[config.mk]
export PLATFORM = sky130hd
export DESIGN_NAME = flux_interval_data_separator_flat
export DESIGN_NICKNAME = d
export VERILOG_FILES = /design/src/rtl/fids_pkg.sv /design/src/rtl/fids_if.sv /design/src/rtl/flux_interval_data_separator.sv /design/src/flat_wrapper.sv
export SDC_FILE = /design/constraint.sdc
export NUM_CORES = 2
export LEC_CHECK = 0
export BUFFER_PORTS_ARGS = -buffer_cell sky130_fd_sc_hd__buf_2
export CORE_MARGIN = 2
export CORE_UTILIZATION = 45
export DETAILED_ROUTE_END_ITERATION = 8
export PLACE_DENSITY_LB_ADDON = 0.12
export SETUP_SLACK_MARGIN = 0.5
export SYNTH_ARGS = -nofsm -noshare
export SYNTH_HDL_FRONTEND = slang
export SYNTH_SLANG_ARGS = --single-unit
[constraint.sdc]
create_clock -name clk_i -period 9.35 [get_ports clk_i]
set_input_delay 0.4675 -clock clk_i [delete_from_list [all_inputs] [get_ports clk_i]]
set_output_delay 0.4675 -clock clk_i [all_outputs]
set_load 0.02 [all_outputs]
[src/rtl/fids_pkg.sv]
// fids_pkg: widths, register indexes, reset values and arithmetic constants
// for the flux interval data separator. No dependencies.
`timescale 1ns / 1ps

package fids_pkg;

  // payload widths
  localparam int unsigned SAMPLE_W   = 16;
  localparam int unsigned ZCOUNT_W   = 18;
  localparam int unsigned PERIOD_W   = 16;
  localparam int unsigned PHASE_W    = 16;
  localparam int unsigned OVF_W      = 8;
  localparam int unsigned PCT_W      = 7;
  localparam int unsigned TICK_W     = 8;
  localparam int unsigned LIMIT_W    = 8;

  // configuration port
  localparam int unsigned CFG_IDX_W  = 3;
  localparam int unsigned CFG_DATA_W = 16;

  localparam logic [CFG_IDX_W-1:0] CFG_NOMINAL     = 3'd0;
  localparam logic [CFG_IDX_W-1:0] CFG_PERIOD_GAIN = 3'd1;
  localparam logic [CFG_IDX_W-1:0] CFG_PHASE_GAIN  = 3'd2;
  localparam logic [CFG_IDX_W-1:0] CFG_MAX_DEV     = 3'd3;
  localparam logic [CFG_IDX_W-1:0] CFG_TICK        = 3'd4;
  localparam logic [CFG_IDX_W-1:0] CFG_SYNC_LIMIT  = 3'd5;

  // register reset values
  localparam logic [PERIOD_W-1:0] NOMINAL_RST     = 16'd2000;
  localparam logic [PCT_W-1:0]    PERIOD_GAIN_RST = 7'd5;
  localparam logic [PCT_W-1:0]    PHASE_GAIN_RST  = 7'd60;
  localparam logic [PCT_W-1:0]    MAX_DEV_RST     = 7'd10;
  localparam logic [TICK_W-1:0]   TICK_RST        = 8'd25;
  localparam logic [LIMIT_W-1:0]  SYNC_LIMIT_RST  = 8'd3;

  localparam logic [OVF_W-1:0]    OVERFLOW_LIMIT  = 8'd255;

  // percent handling
  localparam logic [PCT_W-1:0]    GAIN_MAX        = 7'd100;
  localparam logic [PCT_W-1:0]    DEV_MAX         = 7'd99;
  localparam logic [PCT_W:0]      PCT_FULL        = 8'd100;

  // shared multiplier and divide-by-100 reciprocal, exact for operands below 2^24
  localparam int unsigned MUL_W       = 25;
  localparam int unsigned PROD_W      = 2 * MUL_W;
  localparam int unsigned RECIP_SHIFT = 31;
  localparam logic [MUL_W-1:0] RECIP_100 = 25'd21474837;
  localparam int unsigned QUOT_W      = 18;

  // flux interval divider
  localparam int unsigned DIVIDEND_W = 33;
  localparam int unsigned CNT_W      = 6;
  localparam logic [CNT_W-1:0] DIV_STEPS = 6'd33;

  localparam logic [ZCOUNT_W-1:0] ZCOUNT_MAX = 18'h3FFFF;
  localparam logic [PERIOD_W-1:0] PERIOD_MAX = 16'hFFFF;

endpackage

[src/rtl/fids_if.sv]
// fids_in_if / fids_out_if: valid-ready channels for flux samples and
// recovered half-bit results. Depends on fids_pkg.
`timescale 1ns / 1ps

interface fids_in_if;
  logic                           valid;
  logic                           ready;
  logic [fids_pkg::SAMPLE_W-1:0]  sample;
  logic                           new_track;

  modport source (output valid, sample, new_track, input ready);
  modport sink   (input valid, sample, new_track, output ready);
endinterface

interface fids_out_if;
  logic                                 valid;
  logic                                 ready;
  logic        [fids_pkg::ZCOUNT_W-1:0] zero_count;
  logic        [fids_pkg::PERIOD_W-1:0] period_ns;
  logic signed [fids_pkg::PHASE_W-1:0]  phase_error_ns;

  modport source (output valid, zero_count, period_ns, phase_error_ns, input ready);
  modport sink   (input valid, zero_count, period_ns, phase_error_ns, output ready);
endinterface

[src/rtl/flux_interval_data_separator.sv]
// flux_interval_data_separator: digital pll that turns flux intervals into
// mfm half-bit runs. Depends on fids_pkg and the channels in fids_if.
`timescale 1ns / 1ps

// Usage
//   in_i carries one flux interval per request (sample, new_track). A zero
//   sample only counts an overflow; a nonzero one may yield one result.
//   out_o carries one result per one half-bit: zero_count, the period after
//   steering and clamping, and the phase error at the one.
//   The cfg port writes a register whenever cfg_we_i is high; write only
//   while the block is idle.
// Timing
//   in_i.ready is high only in the idle state, so items are taken one at a
//   time. An overflow sample ends in the idle state, a sample that stays under
//   half a period ends after the accumulate step, and one that reaches a one
//   runs the bit-serial divider that counts zero half-bits, then steps through
//   the single shared 25x25 multiplier (gain, divide by 100 as a reciprocal
//   multiply, clamp bounds, phase shrink).
// Reset and stall
//   Reset loads the register defaults, a period of 2000 ns and empty
//   residual and overflow counts. A finished result sits in the output
//   register; the next item is still accepted, and its own result waits in
//   the last step until the output register frees up.

module flux_interval_data_separator (
  input  logic                             clk_i,
  input  logic                             rst_ni,
  input  logic                             cfg_we_i,
  input  logic [fids_pkg::CFG_IDX_W-1:0]   cfg_idx_i,
  input  logic [fids_pkg::CFG_DATA_W-1:0]  cfg_wdata_i,
  fids_in_if.sink                          in_i,
  fids_out_if.source                       out_o
);

  localparam logic [3:0] S_IDLE = 4'd0;
  localparam logic [3:0] S_ACC  = 4'd1;
  localparam logic [3:0] S_DIV  = 4'd2;
  localparam logic [3:0] S_SYNC = 4'd3;
  localparam logic [3:0] S_G1   = 4'd4;
  localparam logic [3:0] S_G2   = 4'd5;
  localparam logic [3:0] S_G3   = 4'd6;
  localparam logic [3:0] S_LO1  = 4'd7;
  localparam logic [3:0] S_LO2  = 4'd8;
  localparam logic [3:0] S_HI1  = 4'd9;
  localparam logic [3:0] S_HI2  = 4'd10;
  localparam logic [3:0] S_PH1  = 4'd11;
  localparam logic [3:0] S_PH2  = 4'd12;

  // configuration registers
  logic [fids_pkg::PERIOD_W-1:0] nom_q;
  logic [fids_pkg::PCT_W-1:0]    pg_q, phg_q, dev_q;
  logic [fids_pkg::TICK_W-1:0]   tick_q;
  logic [fids_pkg::LIMIT_W-1:0]  sync_q;

  // loop state and sequencer
  logic [3:0]                        state_q, state_d;
  logic [fids_pkg::PERIOD_W-1:0]     period_q, period_d;
  logic signed [15:0]                res_q, res_d;
  logic [fids_pkg::OVF_W-1:0]        ovf_q, ovf_d;
  logic [fids_pkg::DIVIDEND_W-1:0]   div_q, div_d;
  logic [fids_pkg::PERIOD_W-1:0]     rem_q, rem_d;
  logic [fids_pkg::CNT_W-1:0]        cnt_q, cnt_d;
  logic signed [17:0]                x_q, x_d;
  logic signed [15:0]                r_q, r_d;
  logic signed [18:0]                cn_q, cn_d;
  logic [fids_pkg::PERIOD_W-1:0]     lo_q, lo_d;
  logic [fids_pkg::PROD_W-1:0]       mul_q;
  logic                              out_valid_q, out_valid_d;
  logic [fids_pkg::ZCOUNT_W-1:0]     zc_q, zc_d;
  logic [fids_pkg::PERIOD_W-1:0]     oper_q, oper_d;
  logic signed [15:0]                ophase_q, ophase_d;

  // combinational helpers
  logic                              in_acc, out_acc, emit;
  logic [fids_pkg::PERIOD_W-1:0]     nom_eff;
  logic [fids_pkg::PCT_W-1:0]        pg_cap, phg_cap, dev_cap;
  logic [fids_pkg::OVF_W-1:0]        ovf_eff;
  logic [14:0]                       half;
  logic signed [33:0]                acc_sum, acc_off;
  logic                              below;
  logic [16:0]                       trial, trial_sub;
  logic                              fits;
  logic signed [17:0]                r_full, x_full;
  logic                              in_sync;
  logic [16:0]                       x_mag, r_mag;
  logic signed [16:0]                r_ext;
  logic [fids_pkg::QUOT_W-1:0]       quot;
  logic signed [18:0]                quot_s;
  logic [18:0]                       c1;
  logic [fids_pkg::PERIOD_W-1:0]     hi_val;
  logic [fids_pkg::MUL_W-1:0]        mul_a, mul_b;
  logic                              mul_en;

  // configuration writes
  always_ff @(posedge clk_i or negedge rst_ni) begin
    if (!rst_ni) begin
      nom_q  <= fids_pkg::NOMINAL_RST;
      pg_q   <= fids_pkg::PERIOD_GAIN_RST;
      phg_q  <= fids_pkg::PHASE_GAIN_RST;
      dev_q  <= fids_pkg::MAX_DEV_RST;
      tick_q <= fids_pkg::TICK_RST;
      sync_q <= fids_pkg::SYNC_LIMIT_RST;
    end else if (cfg_we_i) begin
      unique case (cfg_idx_i)
        fids_pkg::CFG_NOMINAL:     nom_q  <= cfg_wdata_i;
        fids_pkg::CFG_PERIOD_GAIN: pg_q   <= cfg_wdata_i[fids_pkg::PCT_W-1:0];
        fids_pkg::CFG_PHASE_GAIN:  phg_q  <= cfg_wdata_i[fids_pkg::PCT_W-1:0];
        fids_pkg::CFG_MAX_DEV:     dev_q  <= cfg_wdata_i[fids_pkg::PCT_W-1:0];
        fids_pkg::CFG_TICK:        tick_q <= cfg_wdata_i[fids_pkg::TICK_W-1:0];
        fids_pkg::CFG_SYNC_LIMIT:  sync_q <= cfg_wdata_i[fids_pkg::LIMIT_W-1:0];
        default: ;
      endcase
    end
  end

  assign nom_eff = (nom_q == '0) ? 16'd1 : nom_q;
  assign pg_cap  = (pg_q  > fids_pkg::GAIN_MAX) ? fids_pkg::GAIN_MAX : pg_q;
  assign phg_cap = (phg_q > fids_pkg::GAIN_MAX) ? fids_pkg::GAIN_MAX : phg_q;
  assign dev_cap = (dev_q > fids_pkg::DEV_MAX)  ? fids_pkg::DEV_MAX  : dev_q;

  assign in_i.ready = (state_q == S_IDLE);
  assign in_acc     = in_i.valid && (state_q == S_IDLE);
  assign out_acc    = out_valid_q && out_o.ready;
  assign emit       = (state_q == S_PH2) && (!out_valid_q || out_o.ready);

  assign ovf_eff = in_i.new_track ? '0 : ovf_q;
  assign half    = period_q[15:1];

  // residual plus new interval, compared against half a period
  assign acc_sum = $signed({{18{res_q[15]}}, res_q}) + $signed({2'b00, mul_q[31:0]});
  assign acc_off = acc_sum - $signed({19'd0, half});
  assign below   = acc_sum < $signed({19'd0, half});

  // restoring divide step, one quotient bit a cycle
  assign trial     = {rem_q, div_q[fids_pkg::DIVIDEND_W-1]};
  assign fits      = trial >= {1'b0, period_q};
  assign trial_sub = trial - {1'b0, period_q};

  // residual at the one: remainder + half - period
  assign r_full  = $signed({2'b00, rem_q}) + $signed({3'b000, half})
                 - $signed({2'b00, period_q});
  assign in_sync = (div_q[fids_pkg::DIVIDEND_W-1:8] == '0) && (div_q[7:0] <= sync_q);
  assign x_full  = in_sync ? r_full
                 : ($signed({2'b00, nom_eff}) - $signed({2'b00, period_q}));

  assign x_mag = x_q[17] ? 17'(-x_q) : x_q[16:0];
  assign r_ext = {r_q[15], r_q};
  assign r_mag = r_ext[16] ? 17'(-r_ext) : r_ext;

  assign quot   = mul_q[fids_pkg::RECIP_SHIFT+fids_pkg::QUOT_W-1:fids_pkg::RECIP_SHIFT];
  assign quot_s = $signed({1'b0, quot});

  // clamp: low bound first, then high bound
  assign hi_val = (quot > {2'b00, fids_pkg::PERIOD_MAX}) ? fids_pkg::PERIOD_MAX : quot[15:0];
  assign c1     = (cn_q < $signed({3'b000, lo_q})) ? {3'b000, lo_q} : cn_q;

  // shared multiplier operand select
  always_comb begin
    mul_a  = '0;
    mul_b  = '0;
    mul_en = (state_q != S_PH2);
    unique case (state_q)
      S_IDLE: begin
        mul_a = {17'd0, tick_q};
        mul_b = {1'b0, ovf_eff, in_i.sample};
      end
      S_G1: begin
        mul_a = {8'd0, x_mag};
        mul_b = {18'd0, pg_cap};
      end
      S_G2, S_LO1, S_HI1, S_PH1: begin
        mul_a = mul_q[fids_pkg::MUL_W-1:0];
        mul_b = fids_pkg::RECIP_100;
      end
      S_G3: begin
        mul_a = {9'd0, nom_eff};
        mul_b = {17'd0, 8'(fids_pkg::PCT_FULL - {1'b0, dev_cap})};
      end
      S_LO2: begin
        mul_a = {9'd0, nom_eff};
        mul_b = {17'd0, 8'(fids_pkg::PCT_FULL + {1'b0, dev_cap})};
      end
      S_HI2: begin
        mul_a = {8'd0, r_mag};
        mul_b = {17'd0, 8'(fids_pkg::PCT_FULL - {1'b0, phg_cap})};
      end
      default: ;
    endcase
  end

  always_comb begin
    state_d     = state_q;
    period_d    = period_q;
    res_d       = res_q;
    ovf_d       = ovf_q;
    div_d       = div_q;
    rem_d       = rem_q;
    cnt_d       = cnt_q;
    x_d         = x_q;
    r_d         = r_q;
    cn_d        = cn_q;
    lo_d        = lo_q;
    out_valid_d = out_valid_q;
    zc_d        = zc_q;
    oper_d      = oper_q;
    ophase_d    = ophase_q;

    if (out_acc) begin
      out_valid_d = 1'b0;
    end

    unique case (state_q)
      S_IDLE: begin
        if (in_acc) begin
          if (in_i.new_track) begin
            period_d = nom_eff;
            res_d    = '0;
          end
          if (in_i.sample == '0) begin
            ovf_d = (ovf_eff < fids_pkg::OVERFLOW_LIMIT) ? ovf_eff + 8'd1 : ovf_eff;
          end else begin
            ovf_d   = '0;
            state_d = S_ACC;
          end
        end
      end
      S_ACC: begin
        if (below) begin
          res_d   = acc_sum[15:0];
          state_d = S_IDLE;
        end else begin
          div_d   = acc_off[fids_pkg::DIVIDEND_W-1:0];
          rem_d   = '0;
          cnt_d   = fids_pkg::DIV_STEPS;
          state_d = S_DIV;
        end
      end
      S_DIV: begin
        rem_d = fits ? trial_sub[15:0] : trial[15:0];
        div_d = {div_q[fids_pkg::DIVIDEND_W-2:0], fits};
        cnt_d = cnt_q - 6'd1;
        if (cnt_q == 6'd1) begin
          state_d = S_SYNC;
        end
      end
      S_SYNC: begin
        r_d     = r_full[15:0];
        x_d     = x_full;
        state_d = S_G1;
      end
      S_G1:  state_d = S_G2;
      S_G2:  state_d = S_G3;
      S_G3: begin
        cn_d    = $signed({3'b000, period_q}) + (x_q[17] ? -quot_s : quot_s);
        state_d = S_LO1;
      end
      S_LO1: state_d = S_LO2;
      S_LO2: begin
        lo_d    = (quot == '0) ? 16'd1 : quot[15:0];
        state_d = S_HI1;
      end
      S_HI1: state_d = S_HI2;
      S_HI2: begin
        period_d = (c1 > {3'b000, hi_val}) ? hi_val : c1[15:0];
        state_d  = S_PH1;
      end
      S_PH1: state_d = S_PH2;
      S_PH2: begin
        // hold here until the output register is free
        if (emit) begin
          res_d       = r_q[15] ? 16'(-quot_s) : quot_s[15:0];
          zc_d        = (div_q[fids_pkg::DIVIDEND_W-1:fids_pkg::ZCOUNT_W] != '0)
                      ? fids_pkg::ZCOUNT_MAX : div_q[fids_pkg::ZCOUNT_W-1:0];
          oper_d      = period_q;
          ophase_d    = r_q;
          out_valid_d = 1'b1;
          state_d     = S_IDLE;
        end
      end
      default: state_d = S_IDLE;
    endcase
  end

  always_ff @(posedge clk_i or negedge rst_ni) begin
    if (!rst_ni) begin
      state_q     <= S_IDLE;
      period_q    <= fids_pkg::NOMINAL_RST;
      res_q       <= '0;
      ovf_q       <= '0;
      cnt_q       <= '0;
      out_valid_q <= 1'b0;
    end else begin
      state_q     <= state_d;
      period_q    <= period_d;
      res_q       <= res_d;
      ovf_q       <= ovf_d;
      cnt_q       <= cnt_d;
      out_valid_q <= out_valid_d;
    end
  end

  // datapath registers
  always_ff @(posedge clk_i) begin
    div_q    <= div_d;
    rem_q    <= rem_d;
    x_q      <= x_d;
    r_q      <= r_d;
    cn_q     <= cn_d;
    lo_q     <= lo_d;
    zc_q     <= zc_d;
    oper_q   <= oper_d;
    ophase_q <= ophase_d;
    if (mul_en) begin
      mul_q <= mul_a * mul_b;
    end
  end

  assign out_o.valid          = out_valid_q;
  assign out_o.zero_count     = zc_q;
  assign out_o.period_ns      = oper_q;
  assign out_o.phase_error_ns = ophase_q;

  // an overflow sample never produces a result
  a_ovf_no_result: assert property (@(posedge clk_i) disable iff (!rst_ni)
    (in_acc && in_i.sample == '0 && !out_valid_q) |=> !out_valid_q)
    else $error("result raised after an overflow sample");

  // a new result comes only from the last sequencer step
  a_result_source: assert property (@(posedge clk_i) disable iff (!rst_ni)
    $rose(out_valid_q) |-> $past(state_q) == S_PH2)
    else $error("result raised outside the final step");

  // the clamped period is never zero
  a_period_nonzero: assert property (@(posedge clk_i) disable iff (!rst_ni)
    $rose(out_valid_q) |-> out_o.period_ns != '0)
    else $error("zero clock period in result");

  // divider step count stays within the dividend width
  a_div_count: assert property (@(posedge clk_i) disable iff (!rst_ni)
    (state_q == S_DIV) |-> (cnt_q != '0 && cnt_q <= fids_pkg::DIV_STEPS))
    else $error("divider step count out of range");

endmodule
[src/flat_wrapper.sv]
// flat-port wrapper written by rule: the top's interface ports become plain ports
module flux_interval_data_separator_flat 
  (clk_i, rst_ni, cfg_we_i, cfg_idx_i, cfg_wdata_i, in_i_valid, in_i_sample, in_i_new_track, in_i_ready, out_o_valid, out_o_zero_count, out_o_period_ns, out_o_phase_error_ns, out_o_ready);
  fids_in_if in_i_i ();
  fids_out_if out_o_i ();
  input  logic clk_i;
  input  logic rst_ni;
  input  logic cfg_we_i;
  input  logic [fids_pkg::CFG_IDX_W-1:0] cfg_idx_i;
  input  logic [fids_pkg::CFG_DATA_W-1:0] cfg_wdata_i;
  input wire logic [$bits(in_i_i.valid)-1:0] in_i_valid;
  input wire logic [$bits(in_i_i.sample)-1:0] in_i_sample;
  input wire logic [$bits(in_i_i.new_track)-1:0] in_i_new_track;
  output wire logic [$bits(in_i_i.ready)-1:0] in_i_ready;
  output wire logic [$bits(out_o_i.valid)-1:0] out_o_valid;
  output wire logic [$bits(out_o_i.zero_count)-1:0] out_o_zero_count;
  output wire logic [$bits(out_o_i.period_ns)-1:0] out_o_period_ns;
  output wire logic [$bits(out_o_i.phase_error_ns)-1:0] out_o_phase_error_ns;
  input wire logic [$bits(out_o_i.ready)-1:0] out_o_ready;
  assign in_i_i.valid = in_i_valid;
  assign in_i_i.sample = in_i_sample;
  assign in_i_i.new_track = in_i_new_track;
  assign in_i_ready = in_i_i.ready;
  assign out_o_valid = out_o_i.valid;
  assign out_o_zero_count = out_o_i.zero_count;
  assign out_o_period_ns = out_o_i.period_ns;
  assign out_o_phase_error_ns = out_o_i.phase_error_ns;
  assign out_o_i.ready = out_o_ready;
  flux_interval_data_separator u_core (.clk_i(clk_i), .rst_ni(rst_ni), .cfg_we_i(cfg_we_i), .cfg_idx_i(cfg_idx_i), .cfg_wdata_i(cfg_wdata_i), .in_i(in_i_i), .out_o(out_o_i));
endmodule
==> qor.csv <==
stage,metric,value,unit
timing,hold_viol,0,
timing,fin_crit_sh,99.8,%
synth,yosysUniqueCellTypes,92,
worst_setup_path,cp_top_family,adder cells,
synth,ys_warn_count,0,
clock_tree,clockBufferDepth,3,
worst_setup_path,path_class,reg -> reg,
synth,syn_inst,4638,
status,run_status,finished clean,
job,cap_violations,0,
placement,gp_congestion,0.977,
worst_setup_path,reg2reg_depth,38,
worst_setup_path,r2r_slack,10,ps
route,wl_per_cell,22.6,um
global_route,grt_max_degree,73,
die,start_util,45.4,%
clock_tree,cts_root_buf,clkbuf_16,
global_route,grt_usage,29.7,%
clock_tree,cts_max_level,2,
die,die_y,311,um
die,dieArea,0.0966,sq mm
global_route,grt_pass1_wl,218000,um
clock_tree,clkLatencyLatePin,580,ps
route,vias,34500,
placement,io_buffers,92,
timing,slew_headroom,19.5,%
worst_setup_path,endpoint,u_core.mul_q[36]$_DFFE_PP_,
route,ant_nets,0,
timing,setup_tns,0,ps
timing,holdWs,131,ps
clock_tree,cts_tree,yes,
timing,period_minus_slack,9340,ps
route,drt_iter0_markers,2805,
timing,max_slew.worst_pin.slew,1200,ps
final_layout,layout_commonest_cell,inv_1,
synth,syn_area_per_cell,9.13,sq um
worst_setup_path,crit_arrival,9640,ps
synth,synth_ff_type,edfxtp_1,
worst_setup_path,cp_num_buf_inv,9,
worst_setup_path,crit_cells,38,
worst_setup_path,slowest_stage,or4_4,
global_route,overflow,0,
worst_hold_path,worstHoldPathType,in -> reg,
route,drt-total-wl,143000,um
worst_setup_path,r2r-start,u_core.r_q[4]$_DFFE_PP_,
final_layout,final_cell_mix,"inv_1, nand2_1, fa_1, buf_4, ha_1",
worst_setup_path,cp-end-kind,flip-flop,
worst_setup_path,cp-startpoint,u_core.r_q[4]$_DFFE_PP_,
placement,dp_hpwl,117000,um
final_layout,fin_nets,5960,
timing,rsz0062_at_grt,true,
clock_tree,cts_buffers,37,
timing,setup_viol,0,
synth,yosysTopAreaCell,fa_1,
worst_setup_path,crit_fanout,6,
timing,finClkSkew,30.4,ps
final_layout,nFillCells,8906,
synth,synth_seq_cells,321,
global_route,grt_pass1_vias,35300,
clock_tree,cts_sinks,321,
route,drtPass1Iterations,5,
route,drc_errors,0,
worst_setup_path,path_common_cell,fa_1,
synth,syn_area,0.0423,sq mm
die,coreArea,0.0933,sq mm
synth,async_flop_share,32.4,%
global_route,antenna_found_initial,7,
synth,yosys-top-cells-area,"fa_1, edfxtp_1, ha_1, inv_1, nand2_1",
clock_tree,clkTransAtPathRegs,70,ps
synth,synth_seq_area_share,21.6,%
timing,max_freq,0.107,GHz
worst_setup_path,rr_endpoint,u_core.mul_q[36]$_DFFE_PP_,
synth,synth_top_cell_area_share,25.2,%
synth,synth-edff-count,217,
final_layout,antenna_cells,0,
worst_setup_path,startpoint_type,flip-flop,
timing,final-max-slew-violation-count,0,
worst_setup_path,cp.required,9650,ps
worst_setup_path,critPathMaxStageDelay,590,ps
die,ios,93,
die,std_cell_rows,112,
route,avgViaCountPerCell,5.47,
final_layout,syn_to_final_growth,15.4,%
final_layout,drive_gt1_share,15.7,%
die,die_w,311,um
cell usage after synthesis, types with 34 or more instances:
cell        n
nand2_1   608
o21ai_0   151
a21o_1     79
or3_1      39
o31ai_1    44
nor2_1    272
xor2_1     90
a21oi_1   207
mux2_2     73
fa_1      532
xnor2_1   141
and3_1     45
and2_1     36
o21a_1     34
dfrtp_1    79
clkbuf_1  192
ha_1      361
nand3_1    90
inv_1     724
nor2b_1    59
nor3_1     94
edfxtp_1  217
cells by family (layout without fill, tap and decap cells):
family                   after synthesis  count (layout)  share of synthesized area, %
flip-flops                           321             321                          21.6
multiplexers                          97              97                          2.51
buffers and inverters                951            1272                          8.50
other                                  2              96                        0.0177
adder cells (fa/ha/maj)              893             893                          35.8
XOR/XNOR                             231             231                          4.78
AND/OR/NAND/NOR                     1373            1373                          14.7
AO/OA/AOI/OAI                        770             770                          12.0
registers in the layout (all words and copies together), names as in the netlist, 8 cells and up:
signal,count
u_core.rem_q,16
u_core.cn_q,19
u_core.mul_q,49
u_core.res_q,16
u_core.div_q,33
u_core.nom_q,16
u_core.out_o.phase_error_ns,16
u_core.lo_q,16
u_core.sync_q,8
u_core.ovf_q,8
u_core.x_q,18
u_core.tick_q,8
u_core.out_o.period_ns,16
u_core.out_o.zero_count,18
u_core.r_q,16
u_core.period_q,16
per-layer routing:
| layer | share of wire [%] | global-route usage [%] | up-vias |
|---|---|---|---|
| li1 | - | - | 16000 |
| met5 | 0.033 | 0 | - |
| met2 | 45 | 47.3 | 1093 |
| met4 | 4.5 | 11.2 | 8 |
| met3 | 6.4 | 4.55 | 253 |
| met1 | 44 | 40.9 | 17200 |
stage by stage:
| stage | setup WS (ps) | instance area (sq um) | util, % | instances |
|---|---|---|---|---|
| after floorplan | 505 | 42700 | - | 4732 |
| after global placement | -450 | 46800 | 50.1 | 6215 |
| after detailed placement | -546 | 46800 | 50.1 | 6215 |
| after CTS | 98.0 | 48400 | 51.9 | 6294 |
| after global routing | -261 | 48900 | 52.4 | 6307 |
| final | 14.7 | 48900 | 52.4 | 6307 |
worst min-delay path by stage:
stage | start | endpoint | cells past startpoint
final | cfg_wdata_i[13] | u_core.nom_q[13]$_DFFE_PN0P_ | 2
after global routing | cfg_wdata_i[13] | u_core.nom_q[13]$_DFFE_PN0P_ | 2
after CTS | cfg_wdata_i[13] | u_core.nom_q[13]$_DFFE_PN0P_ | 2
after detailed placement | u_core.sync_q[2]$_DFFE_PN0P_ | u_core.sync_q[2]$_DFFE_PN0P_ | 1
after global placement | u_core.ovf_q[0]$_DFFE_PN0P_ | u_core.ovf_q[0]$_DFFE_PN0P_ | 2
after floorplan | rst_ni | u_core.cnt_q[0]$_DFFE_PN0P_ | 0
what timing repair did:
action	in CTS	in global routing
hold buffers	1	0
gates resized for setup	72	71
endpoints found under the setup margin	26	27
cloned	0	0
pin swaps	36	66
setup buffers	12	13
hold endpoints to repair	20	0
layout make-up:
class	count	area [sq um]	share of cell area (%)
sequential	321	9150	18.7
timing repair buffer	477	3600	7.37
multi-input combinational	3460	30600	62.6
inverter	729	2740	5.60
clock buffer	45	1010	2.06
clock inverter	21	223	0.456
tap	1254	1570	3.21
Power is left out: the tool's default activity adds up to more than one toggle a clock period on the data nets, which glitch-free logic cannot reach.
